File: src/sv/vsfb_pkg.sv
// Package for the voxel solid-fraction binner.
// Holds shared types, command and register codes and sizing constants.
// No dependencies.
package vsfb_pkg;

  localparam int RES_X_DEF = 32;
  localparam int RES_Y_DEF = 32;
  localparam int RES_Z_DEF = 32;

  localparam int IDX_W      = 15;
  localparam int STORE_DEPTH = 32768;
  localparam int FRAC_W     = 15;
  localparam int CRD_W      = 8;
  localparam int DATA_W     = 32;
  localparam int APB_AW     = 5;
  localparam int VEL_W      = 3 * DATA_W;

  localparam logic [FRAC_W-1:0] FRAC_MAX = 15'd31130;

  typedef enum logic [1:0] {
    CMD_CLEAR   = 2'd0,
    CMD_DEPOSIT = 2'd1,
    CMD_LOAD    = 2'd2,
    CMD_QUERY   = 2'd3
  } cmd_t;

  typedef enum logic [2:0] {
    REG_ORIGIN_X  = 3'd0,
    REG_ORIGIN_Y  = 3'd1,
    REG_ORIGIN_Z  = 3'd2,
    REG_INV_LEN_X = 3'd3,
    REG_INV_LEN_Y = 3'd4,
    REG_INV_LEN_Z = 3'd5,
    REG_FRAC_SCALE = 3'd6
  } reg_idx_t;

  typedef enum logic [1:0] {
    AX_X = 2'd0,
    AX_Y = 2'd1,
    AX_Z = 2'd2
  } axis_t;

  typedef enum logic [4:0] {
    ST_WIPE,
    ST_IDLE,
    ST_CLEAR,
    ST_DIFF,
    ST_ABS,
    ST_MUL,
    ST_CHK,
    ST_IX0,
    ST_IX1,
    ST_IX2,
    ST_D0,
    ST_D1,
    ST_D2,
    ST_D3,
    ST_D4,
    ST_LOAD,
    ST_RD,
    ST_USE
  } state_t;

endpackage

File: src/sv/vsfb_mul.sv
// Shared 32x32 unsigned multiplier with a registered product.
// Depends on vsfb_pkg for the operand width.
module vsfb_mul
  import vsfb_pkg::*;
(
  input  logic                  clk,
  input  logic [DATA_W-1:0]     a,
  input  logic [DATA_W-1:0]     b,
  output logic [2*DATA_W-1:0]   p
);

  logic [2*DATA_W-1:0] prod_r;

  always_ff @(posedge clk) begin
    prod_r <= a * b;
  end

  assign p = prod_r;

endmodule

File: config.mk
export PLATFORM = sky130hd
export DESIGN_NAME = vsfb_mul
export DESIGN_NICKNAME = d
export VERILOG_FILES = /design/src/sv/vsfb_pkg.sv /design/src/sv/vsfb_mul.sv
export SDC_FILE = /design/constraint.sdc
export NUM_CORES = 2
export LEC_CHECK = 0
export ABC_AREA = 1
export BUFFER_PORTS_ARGS = -buffer_cell sky130_fd_sc_hd__buf_2
export CAP_MARGIN = 20
export CORE_MARGIN = 1.5
export CORE_UTILIZATION = 35
export DETAILED_ROUTE_END_ITERATION = 10
export PLACE_DENSITY = 0.5
export SLEW_MARGIN = 20
export SYNTH_ARGS = -nofsm -noshare
export SYNTH_HDL_FRONTEND = slang
export SYNTH_SLANG_ARGS = --single-unit
File: constraint.sdc
create_clock -name clk -period 17.5 [get_ports clk]
set_input_delay 3.5 -clock clk [delete_from_list [all_inputs] [get_ports clk]]
set_output_delay 3.5 -clock clk [all_outputs]
set_load 0.01 [all_outputs]
=== Word level (Yosys, flattened, before mapping) ===
Cells that the tools add are included.

* $add $sub $neg: 0
* Multipliers: 1
* Div/mod/pow operators: 0
* Order comparisons: 0
* Eq/ne operators: 0
* Shift-type cells: 0
* Muxes and demuxes: 0
* Bitwise logic cells: 0
* Reductions and logical operators: 0

{| class="wikitable"
|+ Operator list
! cell !! number
|-
| 32-bit by 32-bit multiplier with 64-bit output || 1
|}

* Flip-flop bits (word level): 64
* Latch bits: 0
* RAM bits: 0
* Bits in read-only memories: 0
* Input bits: 65
* Output and inout port bits: 64
* Memories: 0

=== Logic depth before layout (Yosys ltp) ===
* Depth in word-level cells: 1
* Mapped depth: 30

=== Least setup slack after synthesis ===
OpenSTA, ideal clock, no wires.

* Path kind: in2reg
* Start: input a[25]
* End: register prod_r[60], in the netlist p[60]
* Setup time: 0.112 ns
* Arrival: 9.202 ns
* Required time: 17.388 ns
* Slack: 8.186 ns
* Cell stages on the path: 26
* Buffers on the path: 1
* Cells stage by stage: clkbuf_1 -> nand2_1 -> fa_1 -> inv_1 -> fa_1 -> inv_1 -> fa_1 -> inv_1 -> fa_1 -> fa_1 -> fa_1 -> fa_1 -> inv_1 -> fa_1 -> inv_1 -> ha_1 -> nand2_1 -> nand2_1 -> a21oi_1 -> nand2_1 -> nand2_1 -> nand2_1 -> a21oi_1 -> nand2_1 -> nand2_1 -> nand2_1

* Word-level cells in the longest chain between the ends: 1

{| class="wikitable"
|+ RTL lines
! item !! RTL line !! source
|-
| start, declared || vsfb_mul.sv:7 || <nowiki>input logic [DATA_W-1:0] a,</nowiki>
|-
| 32-bit by 32-bit multiplier with 64-bit output || vsfb_mul.sv:15 || <nowiki>prod_r <= a * b;</nowiki>
|-
| end signal, assigned || vsfb_mul.sv:15 ||
|-
| end, declared || vsfb_mul.sv:12 || <nowiki>logic [2*DATA_W-1:0] prod_r;</nowiki>
|}

No other way between the ends.

=== Worst setup path after layout ===
* Start: input b[23]
* End: register prod_r[32], in the netlist p[32]

* Word-level cells in the longest chain between the ends: 1

{| class="wikitable"
|+ RTL lines
! item !! RTL line !! source
|-
| start, declared || vsfb_mul.sv:8 || <nowiki>input logic [DATA_W-1:0] b,</nowiki>
|-
| 32-bit by 32-bit multiplier with 64-bit output || vsfb_mul.sv:15 ||
|}

No other way between the ends.

==> metrics.csv <==
metric;value;unit
status;finished, final reports clean;
cts.reportedPaths.clkPinSlew;70;ps
syn_inst;5023;
drt_iter0_drc;1598;
cts_setup_buffers;0;
io_pins;129;
synth.ff_latch_count;64;
crit_chain;buf_2, nand2_1, fa_1, inv_1, fa_1, inv_1, fa_1, inv_1, fa_1, fa_1, fa_1, fa_1, fa_1, ha_1, nand2_1, nor2_1, inv_2, nor2_4, inv_2, o21bai_2, inv_1, nand2_1, xor2_1;
timing.final.ws_setup;7240;ps
clock_tree_buf_depth;2;
die-area;109000;um2
layout.area.seq;1280;um2
globalRoute.totalOverflow;0;
clock.fmax;0.0975;GHz
largest_reg_flops;64;
detail-route-antenna-nets;0;
fp.dieW;330;um
place.port_buffers;128;
root_buf_cell;clkbuf_16;
routed_via_density;4.50;
synth_cell_types;23;
finalSetupTns;0;ps
tcrit_tclk_final;58.6;%
dieHeight;330;um
tightest_hold_check_type;in -> reg;
gp_routability_congestion;0.916;
grt_antenna_before_repair;3;
core;106000;um2
multi_input_gate_area_in_the_final_layout;28900;um2
start_util;35.4;%
fill_cells;11200;
post-route-min-period;10260;ps
post_cts_resize_count;0;
drv_cap;0;
timing_worst_slew_pin_value;978;ps
rows;119;
maximum_number_of_pins_on_one_net_before_global_route_repair;33;
count_of_final_max_slew_check_failures;0;
path_max_fanout;32;
cts.sinks;64;
remaining_drc_errors;0;
h_tree_level_count;3;
stdcell_area;39500;um2
cp_data_required_time;17690;ps
cp-end-kind;flop;
gr-usage-all-layers;20.6;%
wl_per_cell;16.8;um
detailedRoute.firstPassIterationCount;5;
unrepaired_setup_endpoints_after_global_routing;false;
mappedNetlistArea;37400;um2
post-place-ws;6870;ps
yosysWarningCount;0;
critical_path.startpoint_type;input pin;
cp_slowest_stage_delay;630;ps
detail_route.wirelength;107;mm
tritoncts_clock_tree;built;
grt_pass1_wl;172;mm
crit_top_cell;fa_1;
vias;28700;
first_global_vias;30300;
detailed_place.area;39200;um2
flow.area_growth_from_synthesis;5.63;%
critical-path-slowest-cell;buf_2;
timing.max_slew.rel_slack;34.8;%
postCtsHoldBufs;0;
postSynthAreaPerCell;7.45;um2
place_hpwl;89.7;mm
number_of_clock_buffers_inserted_by_tritoncts;9;
setup_violations;0;
worst_ep_arrival_time;10450;ps
finalHoldWorstSlack;3700;ps
mappedNetlistNets;6247;
final_nets;6214;
drive_gt1_share;4.53;%
final-hold-violation-count;0;
crit_type;in -> reg;
sequential_cell_area_fraction_in_the_yosys_report;3.43;%
==> cell type report <==
cell class              count  area share, %
multi-input cells        3032           73.1
inverters                1735           16.5
well taps                1391           4.41
flip-flops and latches     64           3.24
repair buffers            148           2.00
clock buffers              11          0.614
clock inverters             4          0.114
diodes                      3         0.0190
==> placed cells by master, fill, tap and decap left out <==
cell type and instances:
nor3_1 11, xor2_1 33, o21bai_2 1, diode_2 3, o21ai_0 2, dfxtp_1 64, clkbuf_8 1, xnor2_1 2
ha_1 263, inv_2 12, clkbuf_16 9, nand3_2 9, buf_2 128, nand2_2 15, nor2_2 14, clkinv_2 3
clkbuf_1 1, nor3_4 1, inv_1 1723, nand4_1 16, bufinv_16 1, nor2_1 81, o21bai_1 11, nand2_1 1566
nor2_4 6, fa_1 896, a21oi_1 43, nor3_2 6, buf_4 20, nand3_1 56
==> cells in the mapped netlist <==
cell type,n,area [um2]
nor2_2,14,87.6
clkbuf_1,192,721
o21bai_1,11,82.6
a21oi_1,43,215
nand2_2,15,93.8
inv_1,1723,6470
o21ai_0,2,10.0
nand3_2,9,90.1
ha_1,263,3290
fa_1,896,17900
nor3_4,1,16.3
dfxtp_1,64,1280
nand3_1,56,280
nor2_1,81,304
inv_2,12,45.0
o21bai_2,1,11.3
nor2_4,6,67.6
nor3_2,6,60.1
xnor2_1,2,17.5
xor2_1,33,289
nor3_1,11,55.1
nand2_1,1566,5880
nand4_1,16,100
==> layer usage <==
metal / up-vias / GRT usage [%] / wire (um)
li1: 13500 / - / -
met1: 14400 / 27.6 / 47200
met2: 651 / 36.0 / 53400
met3: 107 / 2.05 / 4750
met4: 2 / 4.01 / 2120
met5: - / 0 / 13
==> cells by family (layout without fill, tap and decap cells) <==
logic type / after synthesis / count (layout) / share of synthesized area (%)
buffers and inverters: 1927 / 1898 / 19.3
and+or+nand+nor: 1781 / 1781 / 18.8
adders and majority gates: 1159 / 1159 / 56.8
DFF: 64 / 64 / 3.43
AOI/OAI and AO/OA: 57 / 57 / 0.853
xor gates and xnor gates: 35 / 35 / 0.820
other: 0 / 3 / 0
==> metrics by stage <==
stage               utilization (%)  instances
floorplan                         -       5023
global placement               37.1       6370
detailed placement             37.1       6370
CTS                            37.4       6385
global route                   37.4       6386
finish                         37.4       6388
==> critical path, delay by kind of cell <==
family	cells	cell delay [ps]
adder cells (fa/ha/maj)	9	4530
XOR/XNOR	1	410
AND/OR/NAND/NOR	5	820
AO/OA/AOI/OAI	1	150
buffers and inverters	7	980
==> path summary, 6_finish.rpt <==
path | from | end | depth (start not counted)
min | b[0] | p[0] | 4
max | b[23] | p[32] | 23
Power is left out: the tool's default activity adds up to more than one toggle a clock period on the data nets, which glitch-free logic cannot reach.
